**src/hdl/nearest_seed_voronoi_pixel_unit_assert.svh**
```systemverilog
`ifndef NEAREST_SEED_VORONOI_PIXEL_UNIT_ASSERT_SVH
`define NEAREST_SEED_VORONOI_PIXEL_UNIT_ASSERT_SVH

// same-cycle implication on clk, off during reset
`define NSV_ASSERT_IMPL(lbl, ante, cons) \
	lbl: assert property (@(posedge clk) disable iff (!arst_n) (ante) |-> (cons)) \
		else $error("nsv: assertion failed");

// next-cycle implication on clk, off during reset
`define NSV_ASSERT_NEXT(lbl, ante, cons) \
	lbl: assert property (@(posedge clk) disable iff (!arst_n) (ante) |=> (cons)) \
		else $error("nsv: assertion failed");

`endif

```
**src/hdl/nsv_pkg.sv**
```systemverilog
`timescale 1ns / 1ps
`default_nettype none

package nsv_pkg;

	localparam int MAX_SEEDS_DEF  = 64;
	localparam int COORD_BITS_DEF = 12;
	localparam int SLOT_W         = 6;
	localparam int COLOR_W        = 24;
	localparam int COUNT_W        = 7;
	localparam int CFG_IDX_W      = 1;
	localparam int CFG_DATA_W     = 7;

	typedef enum logic {
		FUNC_LOAD  = 1'b0,
		FUNC_QUERY = 1'b1
	} func_t;

	typedef enum logic [CFG_IDX_W-1:0] {
		REG_DISTANCE_MODE = 1'b0,
		REG_SEED_COUNT    = 1'b1
	} cfg_reg_t;

	typedef enum logic {
		MODE_EUCLID_SQ  = 1'b0,
		MODE_MANHATTAN  = 1'b1
	} dist_mode_t;

	typedef struct packed {
		dist_mode_t         mode;
		logic [COUNT_W-1:0] count;
	} cfg_t;

endpackage

`default_nettype wire

```
**src/hdl/nsv_cell.sv**
```systemverilog
`timescale 1ns / 1ps
`default_nettype none
`include "nearest_seed_voronoi_pixel_unit_assert.svh"

module nsv_cell #(
	parameter int IDX        = 0,
	parameter int COORD_BITS = nsv_pkg::COORD_BITS_DEF
) (
	input  logic                         clk,
	input  logic                         arst_n,
	input  logic                         adv,
	input  nsv_pkg::cfg_t                cfg,
	input  logic                         in_valid,
	input  nsv_pkg::func_t               in_func,
	input  logic [nsv_pkg::SLOT_W-1:0]   in_slot,
	input  logic [COORD_BITS-1:0]        in_x,
	input  logic [COORD_BITS-1:0]        in_y,
	input  logic [nsv_pkg::COLOR_W-1:0]  in_color,
	input  logic [2*COORD_BITS:0]        in_dist,
	input  logic [nsv_pkg::SLOT_W-1:0]   in_best,
	input  logic                         in_found,
	output logic                         out_valid,
	output nsv_pkg::func_t               out_func,
	output logic [nsv_pkg::SLOT_W-1:0]   out_slot,
	output logic [COORD_BITS-1:0]        out_x,
	output logic [COORD_BITS-1:0]        out_y,
	output logic [nsv_pkg::COLOR_W-1:0]  out_color,
	output logic [2*COORD_BITS:0]        out_dist,
	output logic [nsv_pkg::SLOT_W-1:0]   out_best,
	output logic                         out_found
);
	import nsv_pkg::*;

	localparam int SQ_W   = 2 * COORD_BITS;
	localparam int DIST_W = SQ_W + 1;

	// seed held by this slot
	logic [COORD_BITS-1:0] seed_x_q;
	logic [COORD_BITS-1:0] seed_y_q;
	logic [COLOR_W-1:0]    seed_color_q;

	logic                  v_s1, v_s2, v_s3;
	func_t                 func_s1, func_s2, func_s3;
	logic [SLOT_W-1:0]     slot_s1, slot_s2, slot_s3;
	logic [COORD_BITS-1:0] x_s1, x_s2, x_s3;
	logic [COORD_BITS-1:0] y_s1, y_s2, y_s3;
	logic [COLOR_W-1:0]    color_s1, color_s2, color_s3;
	logic [DIST_W-1:0]     dist_s1, dist_s2, dist_s3;
	logic [SLOT_W-1:0]     best_s1, best_s2, best_s3;
	logic                  found_s1, found_s2, found_s3;
	logic [COORD_BITS-1:0] dx_s1, dy_s1;
	logic [COLOR_W-1:0]    cand_s1, cand_s2;
	logic [SQ_W-1:0]       t0_s2, t1_s2;

	logic                  load_hit;
	logic [COORD_BITS-1:0] dx, dy;
	logic [SQ_W-1:0]       t0, t1;
	logic [DIST_W-1:0]     d;
	logic                  active;
	logic                  take;

	assign load_hit = adv && in_valid && (in_func == FUNC_LOAD) && (int'(in_slot) == IDX);

	always_ff @(posedge clk) begin
		if (load_hit) begin
			seed_x_q     <= in_x;
			seed_y_q     <= in_y;
			seed_color_q <= in_color;
		end
	end

	// stage 1: absolute differences
	assign dx = (in_x > seed_x_q) ? (in_x - seed_x_q) : (seed_x_q - in_x);
	assign dy = (in_y > seed_y_q) ? (in_y - seed_y_q) : (seed_y_q - in_y);

	// stage 2: squares or plain terms
	always_comb begin
		if (cfg.mode == MODE_MANHATTAN) begin
			t0 = SQ_W'(dx_s1);
			t1 = SQ_W'(dy_s1);
		end else begin
			t0 = SQ_W'(dx_s1) * SQ_W'(dx_s1);
			t1 = SQ_W'(dy_s1) * SQ_W'(dy_s1);
		end
	end

	// stage 3: sum and strict compare, lower slot wins ties
	assign d      = DIST_W'(t0_s2) + DIST_W'(t1_s2);
	assign active = int'(cfg.count) > IDX;
	assign take   = v_s2 && (func_s2 == FUNC_QUERY) && active && (!found_s2 || (d < dist_s2));

	always_ff @(posedge clk or negedge arst_n) begin
		if (!arst_n) begin
			v_s1 <= 1'b0;
			v_s2 <= 1'b0;
			v_s3 <= 1'b0;
		end else if (adv) begin
			v_s1 <= in_valid;
			v_s2 <= v_s1;
			v_s3 <= v_s2;
		end
	end

	always_ff @(posedge clk) begin
		if (adv) begin
			func_s1  <= in_func;
			slot_s1  <= in_slot;
			x_s1     <= in_x;
			y_s1     <= in_y;
			color_s1 <= in_color;
			dist_s1  <= in_dist;
			best_s1  <= in_best;
			found_s1 <= in_found;
			dx_s1    <= dx;
			dy_s1    <= dy;
			cand_s1  <= seed_color_q;

			func_s2  <= func_s1;
			slot_s2  <= slot_s1;
			x_s2     <= x_s1;
			y_s2     <= y_s1;
			color_s2 <= color_s1;
			dist_s2  <= dist_s1;
			best_s2  <= best_s1;
			found_s2 <= found_s1;
			t0_s2    <= t0;
			t1_s2    <= t1;
			cand_s2  <= cand_s1;

			func_s3  <= func_s2;
			slot_s3  <= slot_s2;
			x_s3     <= x_s2;
			y_s3     <= y_s2;
			color_s3 <= take ? cand_s2 : color_s2;
			dist_s3  <= take ? d : dist_s2;
			best_s3  <= take ? SLOT_W'(IDX) : best_s2;
			found_s3 <= found_s2 | take;
		end
	end

	assign out_valid = v_s3;
	assign out_func  = func_s3;
	assign out_slot  = slot_s3;
	assign out_x     = x_s3;
	assign out_y     = y_s3;
	assign out_color = color_s3;
	assign out_dist  = dist_s3;
	assign out_best  = best_s3;
	assign out_found = found_s3;

	`NSV_ASSERT_NEXT(a_take_sets_best, adv && take, found_s3 && (best_s3 == SLOT_W'(IDX)))
	`NSV_ASSERT_NEXT(a_found_kept, adv && v_s2 && found_s2, found_s3)
	`NSV_ASSERT_NEXT(a_hold_on_stall, !adv && v_s3, v_s3 && $stable(dist_s3) && $stable(best_s3))

endmodule

`default_nettype wire

```
**config.mk**
```make
export PLATFORM = sky130hd
export DESIGN_NAME = nsv_cell
export DESIGN_NICKNAME = d
export VERILOG_FILES = /design/src/hdl/nsv_pkg.sv /design/src/hdl/nsv_cell.sv
export VERILOG_INCLUDE_DIRS = /design/src /design/src/hdl
export SDC_FILE = /design/constraint.sdc
export NUM_CORES = 1
export LEC_CHECK = 0
export ABC_AREA = 1
export BUFFER_PORTS_ARGS = -buffer_cell sky130_fd_sc_hd__buf_4
export CORE_MARGIN = 2
export CORE_UTILIZATION = 45
export CTS_CLUSTER_SIZE = 24
export DETAILED_ROUTE_END_ITERATION = 12
export GPL_TIMING_DRIVEN = 0
export HOLD_SLACK_MARGIN = 0.05
export PLACE_DENSITY = 0.69
export SETUP_SLACK_MARGIN = 0.05
export SYNTH_ARGS = -nofsm -noshare
export SYNTH_HDL_FRONTEND = slang
export SYNTH_SLANG_ARGS = --single-unit
```
**constraint.sdc**
```tcl
create_clock -name clk -period 15.67 [get_ports clk]
set_clock_uncertainty 0.2 [all_clocks]
set_input_delay 2.3505 -clock clk [delete_from_list [all_inputs] [get_ports clk]]
set_output_delay 2.3505 -clock clk [all_outputs]
set_load 0.01 [all_outputs]
```
## Word level (Yosys, flattened, before mapping)

Cells that the tools add are included.
Widths: inputs -> output; s select.

- Flip-flop bits (word level): 432
- Input bits: 99

- Order comparisons: 4
- Reduce and logical (&&, ||, !) cells: 9
- Multipliers: 2
- Add/sub/neg operators: 5
- Multiplexer cells: 6
- Bitwise gates (word level): 2

Operator list:

| kind | count |
|---|---|
| $mul 12x12->24 | 2 |
| $mux 12 | 4 |
| $sub 12x12->12 | 4 |
| $add 24x24->25 | 1 |
| $lt 25x25->1 | 1 |
| $mux 25 | 1 |
| $gt 12x12->1 | 2 |
| $mux 24 | 1 |
| $gt 7x1->1 const B | 1 |
| $logic_and 1x1->1 | 6 |
| $logic_not 6->1 | 1 |
| $logic_not 1->1 | 1 |
| $logic_or 1x1->1 | 1 |
| $not 1->1 | 1 |
| $or 1x1->1 | 1 |

## Logic depth before layout (Yosys ltp)

- Word-level depth: 5
- Mapped depth: 26
- Mapped depth without buffers: 25

## Worst setup path before layout

OpenSTA, ideal clock, no wires.

- Path kind: input to register
- Start: input in_func
- End: register seed_color_q[0], enable pin
- Cell stages on the path: 3
- Library setup time: 0.578 ns
- Path slack: 7.631 ns
- Arrival time: 7.262 ns
- Cells stage by stage: nor4_1 nand3_1 nor4_1

- Longest elaborated chain between the ends: 3

RTL lines:

| element | line | source |
|---|---|---|
| start, declared | nsv_cell.sv:14 | `input nsv_pkg::func_t in_func,` |
| $not 1->1 | nsv_cell.sv:62 | `assign load_hit = adv && in_valid && (in_func == FUNC_LOAD) && (int'(in_slot) == IDX);` |
| $logic_and 1x1->1 (2 in a row) | nsv_cell.sv:62 |  |
| named net load_hit | nsv_cell.sv:55 | `logic load_hit;` |
| end signal, assigned | nsv_cell.sv:68 | `seed_color_q <= in_color;` |
| end, declared | nsv_cell.sv:40 | `logic [COLOR_W-1:0] seed_color_q;` |

The timed path passes the listed nets, and every way through them passes these cells.
A chain may end at the register's enable or synchronous reset.

## Final worst setup path

- Start: register dy_s1[9]
- End: register t1_s2[21] (data pin)

- Longest elaborated chain between the ends: 1

RTL lines:

| element | line | source |
|---|---|---|
| start, declared | nsv_cell.sv:51 | `logic [COORD_BITS-1:0] dx_s1, dy_s1;` |
| start signal, assigned | nsv_cell.sv:115 | `dy_s1 <= dy;` |
| $mul 12x12->24 | nsv_cell.sv:83 | `t1 = SQ_W'(dy_s1) * SQ_W'(dy_s1);` |
| end signal, assigned | nsv_cell.sv:127 | `t1_s2 <= t1;` |
| end, declared | nsv_cell.sv:53 | `logic [SQ_W-1:0] t0_s2, t1_s2;` |

No other way between the ends.

==> flow_metrics.tcl <==
set metrics [dict create \
    status "finished clean" \
    critPathBufInv 5 \
    layout_min_cycle_time_ps 6046 \
    rsz0062_at_grt "false" \
    firstDrtPassIters 6 \
    yosys.area.top_type_share 0.4720 \
    drive_gt1_frac 0.1092 \
    initial_core_util 0.4539 \
    grtUsageTotal 0.1793 \
    timing.setup.tns_ps 0 \
    cp_max_fo 10 \
    crit_chain "clkbuf_1 > nand2_1 > fa_1 > inv_1 > fa_1 > fa_1 > fa_1 > inv_1 > fa_1 > inv_1 > ha_1 > nand2_1 > inv_1 > nand3_1 > o21ai_0 > nand2_1 > nand3_1 > nand2_1 > nor2_1" \
    ys_top_cells_by_area "edfxtp_1 (47%), fa_1 (12%), ha_1 (9.6%), nand2_1 (9.3%), inv_1 (8.3%)" \
    die_h_um 250.3 \
    syn_avg_cell_area_sq_um 9.889 \
    synth_cell_types 39 \
    cp-end-kind "register" \
    initialDrtViolationCount 992 \
    gp_congestion 0.9077 \
    cts_tree "built" \
    via_count 18290 \
    ys_seq_elements 432 \
    wl_um 55420 \
    clockRootBuffer "clkbuf_16" \
    antenna_found_initial 0 \
    whs_path_depth 0 \
    grt.overflow.total 0 \
    htreeDepth 2 \
    route.detailed.drc 0 \
    path_class "register to register" \
    cts_buffers 47 \
    syn_nets 3230 \
    reg2reg_setup_slack_ps 9620 \
    peakVddDrop_mv 0.1499 \
    power.density_nw_per_um2 185.2 \
    die_x_um 250.3 \
    yosys_warnings 0 \
    cts_sinks 432 \
    grt_max_degree 127 \
    clockBufferDepth 3 \
    max_slew.worst_pin.slew_ps 835.5 \
    post_cts_resized 0 \
    netlist_instances 2760 \
    clk_pin_slew_worst_paths_ps 70 \
    crit_family "adder cells" \
    rr_startpoint "dy_s1[9]$_DFFE_PP_" \
    area_growth_pct 14.92 \
    setup_viol 0 \
    leakage_uw 0.01555 \
    cts_setup_buffers 0 \
    holdPathEnd "cand_s2[14]$_DFFE_PP_" \
    synth_area_sq_um 27290 \
    crit_arrival_ps 6200 \
    required_ps 15830 \
    grt_pass1_wl_um 90330 \
    grt_pass1_vias 17840 \
    diodes 0 \
    yosysTopAreaCell "edfxtp_1" \
    antenna_left 0 \
    startpoint "dy_s1[9]$_DFFE_PP_" \
    dp_hpwl_um 42890 \
    cp_common_cell "fa_1" \
    yosysSeqAreaShare 0.4747 \
    finalMaxSlewViolations 0 \
    finalHoldViolations 0 \
    ff2ff_path_depth 19 \
    cts-hold-fix-buffers 0 \
    slowest_delay_ps 650 \
    pin_count 187 \
    crit_slowest_cell "edfxtp_1" \
    wl_per_cell_um 14.50 \
    port_buffers 186 \
    fin_nets 3475 \
    reg2reg_to "t1_s2[21]$_SDFFCE_PP0P_" \
    viasPerCell 4.783 \
    relSlewSlack 0.4384 \
    maxCapViolCount 0 \
    cp-start-kind "register" \
    num_rows 90 \
    insertion_delay_ps 610 \
    die_area_sq_um 62640 \
    max_freq_mhz 165.4 \
    min_path_type "register to register" \
    core_sq_um 60130 \
    min_from "cand_s1[14]$_DFFE_PP_" \
    period_share 0.3858 \
    fin_util 0.5216 \
]
==> power by group <==
group	switching [uW]	leakage, uW	total [uW]	internal, uW
registers	50.2	0.00422	1520	1460
clock network	466	0.000747	1090	627
logic	2030	0.0106	3200	1170
==> per-layer routing <==
| layer | share of wire | vias up | global-route usage |
|---|---|---|---|
| met3 | 0.047 | 81 | 0.02858 |
| met4 | 0.021 | 0 | 0.04944 |
| met5 | 0 | - | 0 |
| met1 | 0.45 | 8597 | 0.2365 |
| li1 | - | 9237 | - |
| met2 | 0.48 | 371 | 0.3072 |
==> per-stage QoR <==
step	hold slack [ps]	std cells	setup slack (ps)	cell area [sq um]	power (uW)
global route	217.9	3823	9276	31370	6405
finish	202.8	3823	9624	31370	5809
global placement	200.2	3728	20.01	29670	4669
detailed placement	204.5	3738	9649	29820	4717
CTS	207.7	3823	9646	31370	5847
floorplan	200.3	2760	7631	27290	3889
==> placed cells by master (no fill, tap or decap), types with 4 or more instances in the layout <==
| cell type | n |
|---|---|
| nor4_1 | 4 |
| xor2_1 | 48 |
| o21ai_0 | 58 |
| nand3_1 | 134 |
| inv_2 | 4 |
| fa_1 | 161 |
| edfxtp_1 | 429 |
| ha_1 | 210 |
| buf_6 | 7 |
| buf_4 | 201 |
| o21bai_1 | 8 |
| nor3_1 | 14 |
| nand2_1 | 678 |
| a31oi_1 | 4 |
| nand3b_1 | 8 |
| buf_2 | 7 |
| o21ai_2 | 11 |
| inv_1 | 606 |
| bufinv_16 | 4 |
| nand4_1 | 10 |
| clkbuf_2 | 4 |
| clkinv_1 | 7 |
| clkbuf_16 | 47 |
| a21oi_1 | 118 |
| a21boi_0 | 8 |
| a21o_1 | 5 |
| nor2_1 | 126 |
| xnor2_1 | 14 |
| clkinv_2 | 8 |
| nand2_2 | 5 |
| or2_2 | 13 |
| clkbuf_1 | 44 |
==> cell usage after synthesis <==
master / count
xnor2_1: 14
nand4_1: 10
nor3_1: 14
nor2_2: 2
inv_2: 4
and2_1: 3
a31oi_1: 4
or2_2: 13
fa_1: 161
mux2_2: 1
a211oi_1: 1
ha_1: 210
nand3b_1: 8
inv_1: 606
o211ai_1: 1
o21ai_1: 1
nand3_2: 1
buf_2: 7
o21a_1: 3
a21o_1: 5
nand2_1: 678
nand3_1: 134
o31ai_1: 3
xor2_1: 48
nand2_2: 5
a21oi_2: 2
clkbuf_1: 35
buf_4: 9
dfrtp_1: 3
a21boi_0: 8
edfxtp_1: 429
nor4_1: 5
buf_6: 7
o21bai_1: 8
nor2_1: 126
a21oi_1: 118
o21ai_2: 11
o21ai_0: 58
clkbuf_2: 4
==> how the worst max path moves through the flow <==
stage	endpoint	slack [ps]	cells after the start
final	t1_s2[21]$_SDFFCE_PP0P_	9620	19
after global routing	t1_s2[21]$_SDFFCE_PP0P_	9280	19
after CTS	t1_s2[21]$_SDFFCE_PP0P_	9650	19
after detailed placement	seed_x_q[5]$_DFFE_PP_	9650	10
after global placement	seed_x_q[5]$_DFFE_PP_	20	3
after floorplan	seed_color_q[0]$_DFFE_PP_	7630	3
==> logic make-up (layout without fill, tap and decap cells) <==
family / Yosys count / after routing / synth area share
and+or+nand+nor: 999 / 999 / 0.1490
buffers and inverters: 672 / 953 / 0.09608
DFF: 432 / 432 / 0.4747
adders and majority gates: 371 / 371 / 0.2144
AOI/OAI and AO/OA: 223 / 223 / 0.04552
xor gates and xnor gates: 62 / 62 / 0.01990
muxes: 1 / 1 / 0.0004125
==> area by class of cell <==
class,instances,area [sq um]
fill,5403,28770
sequential,432,12960
multi-input combinational,1656,11720
inverter,610,2290
timing repair buffer,196,1539
clock buffer,56,1210
tap,782,978.4
clock inverter,29,337.8
buffer,62,332.8
Note: power is estimated with default switching activity, not from simulation.
